File: src/mmc1m_pkg.sv
// Shared types and constants for the serial bank-switch mapper.
`default_nettype none
package mmc1m_pkg;

  // Access kinds carried on the slave tuser field; code 7 is unused
  typedef enum logic [2:0] {
    OP_REG_WR  = 3'd0,
    OP_PRG_RD  = 3'd1,
    OP_CHR_RD  = 3'd2,
    OP_CHR_WR  = 3'd3,
    OP_NT      = 3'd4,
    OP_RAM_RD  = 3'd5,
    OP_RAM_WR  = 3'd6
  } op_t;

  // Configuration register indexes
  localparam logic [1:0] CFG_PRG_LOG2 = 2'd0;
  localparam logic [1:0] CFG_CHR_LOG2 = 2'd1;
  localparam logic [1:0] CFG_CHR_RAM  = 2'd2;

  localparam int ADDR_W   = 16;
  localparam int DATA_W   = 8;
  localparam int MAP_W    = 18;
  localparam int CFG_W    = 5;
  localparam int CFG_IDX_W = 2;

  localparam logic [4:0] SHIFT_RESET    = 5'h10;
  localparam logic [4:0] CTRL_RESET     = 5'h0C;
  localparam logic [4:0] PRG_LOG2_RESET = 5'd15;
  localparam logic [4:0] CHR_LOG2_RESET = 5'd13;
  localparam logic [4:0] PRG_LOG2_MIN   = 5'd14;
  localparam logic [4:0] PRG_LOG2_MAX   = 5'd18;
  localparam logic [4:0] CHR_LOG2_MIN   = 5'd13;
  localparam logic [4:0] CHR_LOG2_MAX   = 5'd17;

  // Bank registers and configuration seen by the translator
  typedef struct packed {
    logic [4:0] control;
    logic [4:0] chr_lo;
    logic [4:0] chr_hi;
    logic [4:0] prg;
    logic [4:0] prg_log2;
    logic [4:0] chr_log2;
    logic       chr_is_ram;
  } map_state_t;

  typedef struct packed {
    logic             read_all_ones;
    logic             mem_enable;
    logic [MAP_W-1:0] mapped_addr;
  } map_result_t;

endpackage
`default_nettype wire

File: src/mmc1m_ctrl.sv
// Serial shift loader, bank registers and configuration registers.
`default_nettype none
module mmc1m_ctrl (
  input  wire logic                                 clk,
  input  wire logic                                 rst,
  input  wire logic                                 cfg_we,
  input  wire logic [mmc1m_pkg::CFG_IDX_W-1:0]      cfg_index,
  input  wire logic [mmc1m_pkg::CFG_W-1:0]          cfg_data,
  input  wire logic                                 reg_wr,
  input  wire logic [mmc1m_pkg::ADDR_W-1:0]         addr,
  input  wire logic [mmc1m_pkg::DATA_W-1:0]         data,
  output mmc1m_pkg::map_state_t                     state
);

  logic [4:0] shift;
  logic [4:0] shift_next;
  logic [4:0] control;
  logic [4:0] control_next;
  logic [4:0] chr_lo;
  logic [4:0] chr_lo_next;
  logic [4:0] chr_hi;
  logic [4:0] chr_hi_next;
  logic [4:0] prg;
  logic [4:0] prg_next;
  logic [4:0] prg_log2;
  logic [4:0] chr_log2;
  logic       chr_is_ram;
  logic [4:0] shifted;
  logic       load;

  assign load    = reg_wr && addr[15];
  assign shifted = {data[0], shift[4:1]};

  always_comb begin
    shift_next   = shift;
    control_next = control;
    chr_lo_next  = chr_lo;
    chr_hi_next  = chr_hi;
    prg_next     = prg;
    if (load) begin
      if (data[7]) begin
        shift_next   = mmc1m_pkg::SHIFT_RESET;
        control_next = control | mmc1m_pkg::CTRL_RESET;
      end else if (shift[0]) begin
        // marker reached bit 0: fifth bit, commit by address bits 14:13
        shift_next = mmc1m_pkg::SHIFT_RESET;
        unique case (addr[14:13])
          2'd0:    control_next = shifted;
          2'd1:    chr_lo_next  = shifted;
          2'd2:    chr_hi_next  = shifted;
          default: prg_next     = shifted;
        endcase
      end else begin
        shift_next = shifted;
      end
    end
  end

  always_ff @(posedge clk) begin
    if (rst) begin
      shift   <= mmc1m_pkg::SHIFT_RESET;
      control <= mmc1m_pkg::CTRL_RESET;
      chr_lo  <= '0;
      chr_hi  <= '0;
      prg     <= '0;
    end else begin
      shift   <= shift_next;
      control <= control_next;
      chr_lo  <= chr_lo_next;
      chr_hi  <= chr_hi_next;
      prg     <= prg_next;
    end
  end

  always_ff @(posedge clk) begin
    if (rst) begin
      prg_log2   <= mmc1m_pkg::PRG_LOG2_RESET;
      chr_log2   <= mmc1m_pkg::CHR_LOG2_RESET;
      chr_is_ram <= 1'b1;
    end else if (cfg_we) begin
      unique case (cfg_index)
        mmc1m_pkg::CFG_PRG_LOG2: prg_log2   <= cfg_data;
        mmc1m_pkg::CFG_CHR_LOG2: chr_log2   <= cfg_data;
        mmc1m_pkg::CFG_CHR_RAM:  chr_is_ram <= cfg_data[0];
        default: ;
      endcase
    end
  end

  assign state = '{control:    control,
                   chr_lo:     chr_lo,
                   chr_hi:     chr_hi,
                   prg:        prg,
                   prg_log2:   prg_log2,
                   chr_log2:   chr_log2,
                   chr_is_ram: chr_is_ram};

  // the marker bit keeps the shifter from ever reading all zeros
  a_shift_nonzero: assert property (@(posedge clk) disable iff (rst) shift != 5'd0)
    else $error("serial shifter lost its marker bit");

  a_reset_bit: assert property (@(posedge clk) disable iff (rst)
    (load && data[7]) |=> (shift == mmc1m_pkg::SHIFT_RESET && control[3:2] == 2'b11))
    else $error("reset bit did not restore shifter and fixed-last mode");

  a_low_write_ignored: assert property (@(posedge clk) disable iff (rst)
    (reg_wr && !addr[15]) |=> $stable(shift) && $stable(control) && $stable(prg))
    else $error("register write below 0x8000 changed mapper state");

endmodule
`default_nettype wire

File: src/mmc1m_xlate.sv
// Address translation for program, pattern, nametable and work RAM accesses.
`default_nettype none
module mmc1m_xlate (
  input  wire logic [2:0]                    op,
  input  wire logic [mmc1m_pkg::ADDR_W-1:0]  addr,
  input  wire mmc1m_pkg::map_state_t         state,
  output mmc1m_pkg::map_result_t             result
);

  localparam int MW = mmc1m_pkg::MAP_W;

  logic [4:0]    prg_c;
  logic [4:0]    chr_c;
  logic [MW:0]   prg_size;
  logic [MW-1:0] prg_mask;
  logic [MW-1:0] prg_last;
  logic [MW-1:0] chr_mask;
  logic [1:0]    prg_mode;
  logic [3:0]    bank;
  logic [MW-1:0] prg_raw;
  logic [MW-1:0] chr_raw;
  logic [MW-1:0] prg_off;
  logic [MW-1:0] chr_off;
  logic          nt_phys;
  logic [MW-1:0] nt_off;
  logic          upper;
  logic          in_ram;

  always_comb begin
    // saturate the size registers into the supported range
    if (state.prg_log2 < mmc1m_pkg::PRG_LOG2_MIN)      prg_c = mmc1m_pkg::PRG_LOG2_MIN;
    else if (state.prg_log2 > mmc1m_pkg::PRG_LOG2_MAX) prg_c = mmc1m_pkg::PRG_LOG2_MAX;
    else                                               prg_c = state.prg_log2;
    if (state.chr_log2 < mmc1m_pkg::CHR_LOG2_MIN)      chr_c = mmc1m_pkg::CHR_LOG2_MIN;
    else if (state.chr_log2 > mmc1m_pkg::CHR_LOG2_MAX) chr_c = mmc1m_pkg::CHR_LOG2_MAX;
    else                                               chr_c = state.chr_log2;
  end

  assign prg_size = (MW+1)'(1) << prg_c;
  assign prg_mask = MW'(prg_size - (MW+1)'(1));
  assign prg_last = MW'(prg_size - (MW+1)'(16'h4000));
  assign chr_mask = MW'(((MW+1)'(1) << chr_c) - (MW+1)'(1));

  assign prg_mode = state.control[3:2];
  assign bank     = state.prg[3:0];
  assign upper    = addr[15] && addr[14];

  always_comb begin
    unique case (prg_mode)
      2'd0, 2'd1: prg_raw = {bank[3:1], addr[14:0]};
      2'd2:       prg_raw = upper ? {bank, addr[13:0]} : {4'd0, addr[13:0]};
      default:    prg_raw = upper ? (prg_last | {4'd0, addr[13:0]}) : {bank, addr[13:0]};
    endcase
  end
  assign prg_off = prg_raw & prg_mask;

  always_comb begin
    if (!state.control[4]) begin
      chr_raw = {1'b0, state.chr_lo[4:1], addr[12:0]};
    end else if (!addr[12]) begin
      chr_raw = {1'b0, state.chr_lo, addr[11:0]};
    end else begin
      chr_raw = {1'b0, state.chr_hi, addr[11:0]};
    end
  end
  assign chr_off = chr_raw & chr_mask;

  always_comb begin
    unique case (state.control[1:0])
      2'd0:    nt_phys = 1'b0;
      2'd1:    nt_phys = 1'b1;
      2'd2:    nt_phys = addr[10];
      default: nt_phys = addr[11];
    endcase
  end
  assign nt_off = {7'd0, nt_phys, addr[9:0]};

  assign in_ram = (addr[15:13] == 3'b011);

  always_comb begin
    result = '0;
    unique case (op)
      mmc1m_pkg::OP_PRG_RD: begin
        if (addr[15]) begin
          result.mapped_addr = prg_off;
          result.mem_enable  = 1'b1;
        end
      end
      mmc1m_pkg::OP_CHR_RD: begin
        result.mapped_addr = chr_off;
        result.mem_enable  = 1'b1;
      end
      mmc1m_pkg::OP_CHR_WR: begin
        result.mapped_addr = chr_off;
        result.mem_enable  = state.chr_is_ram;
      end
      mmc1m_pkg::OP_NT: begin
        result.mapped_addr = nt_off;
        result.mem_enable  = 1'b1;
      end
      mmc1m_pkg::OP_RAM_RD, mmc1m_pkg::OP_RAM_WR: begin
        if (in_ram) begin
          if (state.prg[4]) begin
            result.read_all_ones = (op == mmc1m_pkg::OP_RAM_RD);
          end else begin
            result.mapped_addr = {5'd0, addr[12:0]};
            result.mem_enable  = 1'b1;
          end
        end
      end
      default: ;
    endcase
  end

endmodule
`default_nettype wire

File: src/serial_bank_switch_mapper.sv
// Top level of the serial bank-switch mapper: input stage, output register, control.
//
//  channel  | direction | handshake          | payload
//  ---------+-----------+--------------------+--------------------------------------
//  s_       | in        | s_tvalid/s_tready  | tuser op; tdata addr, data
//  m_       | out       | m_tvalid/m_tready  | tdata mapped_addr, mem_enable, ones
//  cfg_     | in        | cfg_we             | cfg_index, cfg_data (no read-back)
//
// One access in, one result out, sustained one item per clock while m_ is not stalled.
// Each access passes the input register, then translation into the output register.
// Register loads update the bank registers as the item leaves the input register.
// A stall on m_ holds both stages; the input stage still takes a transfer while empty.
// Synchronous reset restores the bank and size registers at once; no clearing pass.
`default_nettype none
module serial_bank_switch_mapper (
  input  wire logic                                 clk,
  input  wire logic                                 rst,
  input  wire logic                                 s_tvalid,
  output logic                                      s_tready,
  input  wire logic [23:0]                          s_tdata,  // addr[15:0], data[23:16]
  input  wire logic [2:0]                           s_tuser,  // op[2:0]
  output logic                                      m_tvalid,
  input  wire logic                                 m_tready,
  output logic [23:0]                               m_tdata,  // mapped_addr[17:0],
                                                              // mem_enable[18],
                                                              // read_all_ones[19], zero
  input  wire logic                                 cfg_we,
  input  wire logic [mmc1m_pkg::CFG_IDX_W-1:0]      cfg_index,
  input  wire logic [mmc1m_pkg::CFG_W-1:0]          cfg_data
);

  logic                             in_valid;
  logic [2:0]                       in_op;
  logic [mmc1m_pkg::ADDR_W-1:0]     in_addr;
  logic [mmc1m_pkg::DATA_W-1:0]     in_data;
  logic                             advance;
  logic                             reg_wr;
  mmc1m_pkg::map_state_t            state;
  mmc1m_pkg::map_result_t           result;

  assign advance  = in_valid && (!m_tvalid || m_tready);
  assign s_tready = !in_valid || advance;
  assign reg_wr   = advance && (in_op == mmc1m_pkg::OP_REG_WR);

  always_ff @(posedge clk) begin
    if (rst) begin
      in_valid <= 1'b0;
    end else if (s_tready) begin
      in_valid <= s_tvalid;
    end
  end

  always_ff @(posedge clk) begin
    if (s_tvalid && s_tready) begin
      in_op   <= s_tuser;
      in_addr <= s_tdata[15:0];
      in_data <= s_tdata[23:16];
    end
  end

  mmc1m_ctrl u_ctrl (
    .clk       (clk),
    .rst       (rst),
    .cfg_we    (cfg_we),
    .cfg_index (cfg_index),
    .cfg_data  (cfg_data),
    .reg_wr    (reg_wr),
    .addr      (in_addr),
    .data      (in_data),
    .state     (state)
  );

  mmc1m_xlate u_xlate (
    .op     (in_op),
    .addr   (in_addr),
    .state  (state),
    .result (result)
  );

  always_ff @(posedge clk) begin
    if (rst) begin
      m_tvalid <= 1'b0;
    end else if (advance) begin
      m_tvalid <= 1'b1;
    end else if (m_tready) begin
      m_tvalid <= 1'b0;
    end
  end

  always_ff @(posedge clk) begin
    if (advance) begin
      m_tdata <= {4'd0, result.read_all_ones, result.mem_enable, result.mapped_addr};
    end
  end

  a_flags_exclusive: assert property (@(posedge clk) disable iff (rst)
    m_tvalid |-> !(m_tdata[18] && m_tdata[19]))
    else $error("memory enable and all-ones read raised together");

  a_refill: assert property (@(posedge clk) disable iff (rst)
    (in_valid && m_tvalid && m_tready) |=> m_tvalid)
    else $error("pending item did not move into the output register");

  a_reg_wr_quiet: assert property (@(posedge clk) disable iff (rst)
    reg_wr |=> (m_tdata[19:0] == 20'd0))
    else $error("register write produced a non-zero result");

endmodule
`default_nettype wire

File: config.mk
export PLATFORM = sky130hd
export DESIGN_NAME = serial_bank_switch_mapper
export DESIGN_NICKNAME = d
export VERILOG_FILES = /design/src/mmc1m_pkg.sv /design/src/mmc1m_ctrl.sv /design/src/mmc1m_xlate.sv /design/src/serial_bank_switch_mapper.sv
export SDC_FILE = /design/constraint.sdc
export NUM_CORES = 1
export LEC_CHECK = 0
export BUFFER_PORTS_ARGS = -buffer_cell sky130_fd_sc_hd__buf_2
export CORE_MARGIN = 5
export CORE_UTILIZATION = 40
export CTS_BUF_LIST = sky130_fd_sc_hd__clkbuf_8
export CTS_CLUSTER_DIAMETER = 200
export CTS_CLUSTER_SIZE = 30
export DETAILED_ROUTE_END_ITERATION = 12
export PLACE_DENSITY = 0.72
export SLEW_MARGIN = 20
export SYNTH_ARGS = -nofsm -noshare
export SYNTH_HDL_FRONTEND = slang
export SYNTH_HIERARCHICAL = 1
export SYNTH_SLANG_ARGS = --single-unit
export TNS_END_PERCENT = 100
File: constraint.sdc
create_clock -name clk -period 4.7 [get_ports clk]
set_input_delay 0.235 -clock clk [delete_from_list [all_inputs] [get_ports clk]]
set_output_delay 0.235 -clock clk [all_outputs]
set_load 0.01 [all_outputs]
==> results_dict.tcl <==
set metrics [dict create \
    status "completed" \
    post_dp_cell_area_mm2 0.00404 \
    leakage_nw 1.77 \
    pin_count 65 \
    timing.slew.headroom_pct 37.4 \
    hpwl_mm 5.31 \
    clockRootBuffer "sky130_fd_sc_hd__clkbuf_8" \
    nets 419 \
    clk_transition_reported_paths_ns 0.08 \
    grtUsageTotal_pct 13.6 \
    cp_max_fanout 19 \
    power.share.sequential_pct 52.1 \
    detailed_route_wire_length_per_cell_um 15.0 \
    route.final.wire_length_mm 7.37 \
    cellInternalPower_mw 1.15 \
    whs_ns 0.0467 \
    critPathBufInv 0 \
    max_clock_freq_ghz 0.472 \
    postCtsResizedCells 0 \
    fin_crit_sh_pct 45.0 \
    period_minus_slack_ns 2.12 \
    setup_ws_post_layout_ns 2.58 \
    final.setup_skew_ns 0.0103 \
    clkPwrFrac_pct 40.2 \
    tritoncts.num_buffers 9 \
    start_util_pct 40.6 \
    design.core.area_mm2 0.00911 \
    antennaDiodeCount 0 \
    grt_start_max_net_pins 48 \
    cts_setup_buffers 0 \
    drc_errors 0 \
    design.die.area_mm2 0.0113 \
    total_gr_overflow 0 \
    worst-setup-path-type "flip-flop to flip-flop" \
    grt_antenna_before_repair 0 \
    vdd_ir_drop_max_v 0.000171 \
    clock_sink_count 79 \
    gp_congestion 0.779 \
    area_delta_synth_final_pct 15.5 \
    htree_num_levels 3 \
    dieHeight_um 106 \
    startpoint_type "flip-flop" \
    worst_ep_required_time_ns 4.98 \
    power.density_mw_per_mm2 348 \
    ys.warnings.count 6 \
    fin_area_mm2 0.00427 \
    clock_latency_reported_for_the_late_side_of_the_worst_skew_pair_ns 0.36 \
    postSynthCellCount 322 \
    cts-root-to-sink-buffers 2 \
    slowest_cell_delay_on_critical_path_ns 0.63 \
    worstMarginPinSlew_ns 0.938 \
    dpl_worst_slack_ns 2.60 \
    worst_path_max_delay_cell "sky130_fd_sc_hd__edfxtp_1" \
    vias 2532 \
    detail_route.vias_per_cell 5.15 \
    pwr-share-comb_pct 7.7 \
    synth_area_per_cell_um2 11.5 \
    fin_total_pwr_mw 1.49 \
    die_w_um 106 \
    drv_slew 0 \
    hold_buffers_post_cts 0 \
    drt_pre_antenna_iters 4 \
    totalNegativeSetupSlack_ns 0 \
    cap_violations 0 \
    tritoncts "done" \
    floorplan.rows 35 \
    hp-class "input port to flip-flop" \
    grt_pass1_vias 2574 \
    cp_cell_sequence "nor3_1, and3_1, nand4b_4, nor3b_4, mux2i_1" \
    portBuffers 54 \
    final_antenna_net_count 0 \
    hold_viol_final 0 \
    rsz0062_at_grt "false" \
    grt_first_pass_wirelength_mm 12.1 \
    syn-cell-area_mm2 0.00370 \
    netSwitchingPower_mw 0.331 \
    endpoint_kind "flip-flop" \
    worst-endpoint-arrival_ns 2.40 \
    dr.first_iter.drc_count 126 \
    netSwitchingFraction_pct 22.3 \
    layout-drive-gt1-share_pct 23.6 \
    timing.final.setup_violations 0 \
    worst_path_dominant_cell_family "simple AND/OR/NAND/NOR gates" \
]
[path summary, 6_finish.rpt]
path	start	end	slack [ns]	cells after the start
max	in_op[1]$_DFFE_PP_	u_ctrl/chr_lo[4]$_SDFFE_PP0P_	2.58	5
min	s_tuser[2]	in_op[2]$_DFFE_PP_	0.05	1
max reg2reg	in_op[1]$_DFFE_PP_	u_ctrl/chr_lo[4]$_SDFFE_PP0P_	2.58	5
min reg2reg	u_ctrl/chr_hi[2]$_SDFFE_PP0P_	u_ctrl/chr_hi[2]$_SDFFE_PP0P_	0.48	2
[power by group through the flow]
stage / Clock (mW) / Sequential [mW] / Combinational, mW
floorplan: 0 / 0.785 / 0.0808
global placement: 0 / 0.790 / 0.110
detailed placement: 0 / 0.791 / 0.113
CTS: 0.611 / 0.775 / 0.114
global route: 0.642 / 0.779 / 0.127
finish: 0.597 / 0.775 / 0.114
[cell type report]
type	instances	area [um2]
fill	841	4840
sequential	79	1990
multi-input combinational	222	1600
timing repair buffer	54	270
tap	111	139
clock buffer	9	124
clock inverter	7	113
inverter	10	37.5
[layer usage]
layer	routed length, um	vias up	GRT usage (%)
li1	-	1280	-
met3	358	9	4.86
met1	3200	1190	16.7
met4	144	0	4.53
met2	3660	53	22.2
met5	0	-	0
[placed cells by master (no fill, tap or decap), drive strengths merged, types with 3 or more instances in the layout]
| cell type | instances |
|---|---|
| nand3b | 5 |
| a31oi | 3 |
| nor3 | 7 |
| buf | 54 |
| dfxtp | 38 |
| nand2b | 26 |
| and3 | 7 |
| conb | 8 |
| nand2 | 20 |
| mux2i | 24 |
| a22oi | 6 |
| bufinv | 3 |
| a211o | 8 |
| edfxtp | 41 |
| nand4b | 3 |
| inv | 11 |
| clkbuf | 9 |
| nor2 | 18 |
| a21oi | 11 |
| ha | 4 |
| nor2b | 9 |
| and2 | 7 |
| o21ai | 12 |
[registers in the layout, summed over array words and instances, names as in the netlist, 2 cells and up]
signal,cells
u_ctrl/prg_log2,5
in_addr,16
u_ctrl/prg,5
in_op,3
u_ctrl/chr_lo,5
u_ctrl/shift,5
u_ctrl/chr_log2,5
m_tdata,20
u_ctrl/control,5
u_ctrl/chr_hi,5
in_data,2
[per-stage QoR]
step	util [%]	cells
6_report	46.9	492
5_1_grt	46.9	492
4_1_cts	46.9	492
3_5_place_dp	44.3	476
3_3_place_gp	44.3	476
2_1_floorplan	-	328
[worst register-to-register path: stages, from the launching register on]
cell	delay, ns
sky130_fd_sc_hd__edfxtp_1	0.63
sky130_fd_sc_hd__nor3_1	0.29
sky130_fd_sc_hd__and3_1	0.32
sky130_fd_sc_hd__nand4b_4	0.16
sky130_fd_sc_hd__nor3b_4	0.42
sky130_fd_sc_hd__mux2i_1	0.23
Power figures use the tool's default switching activity.
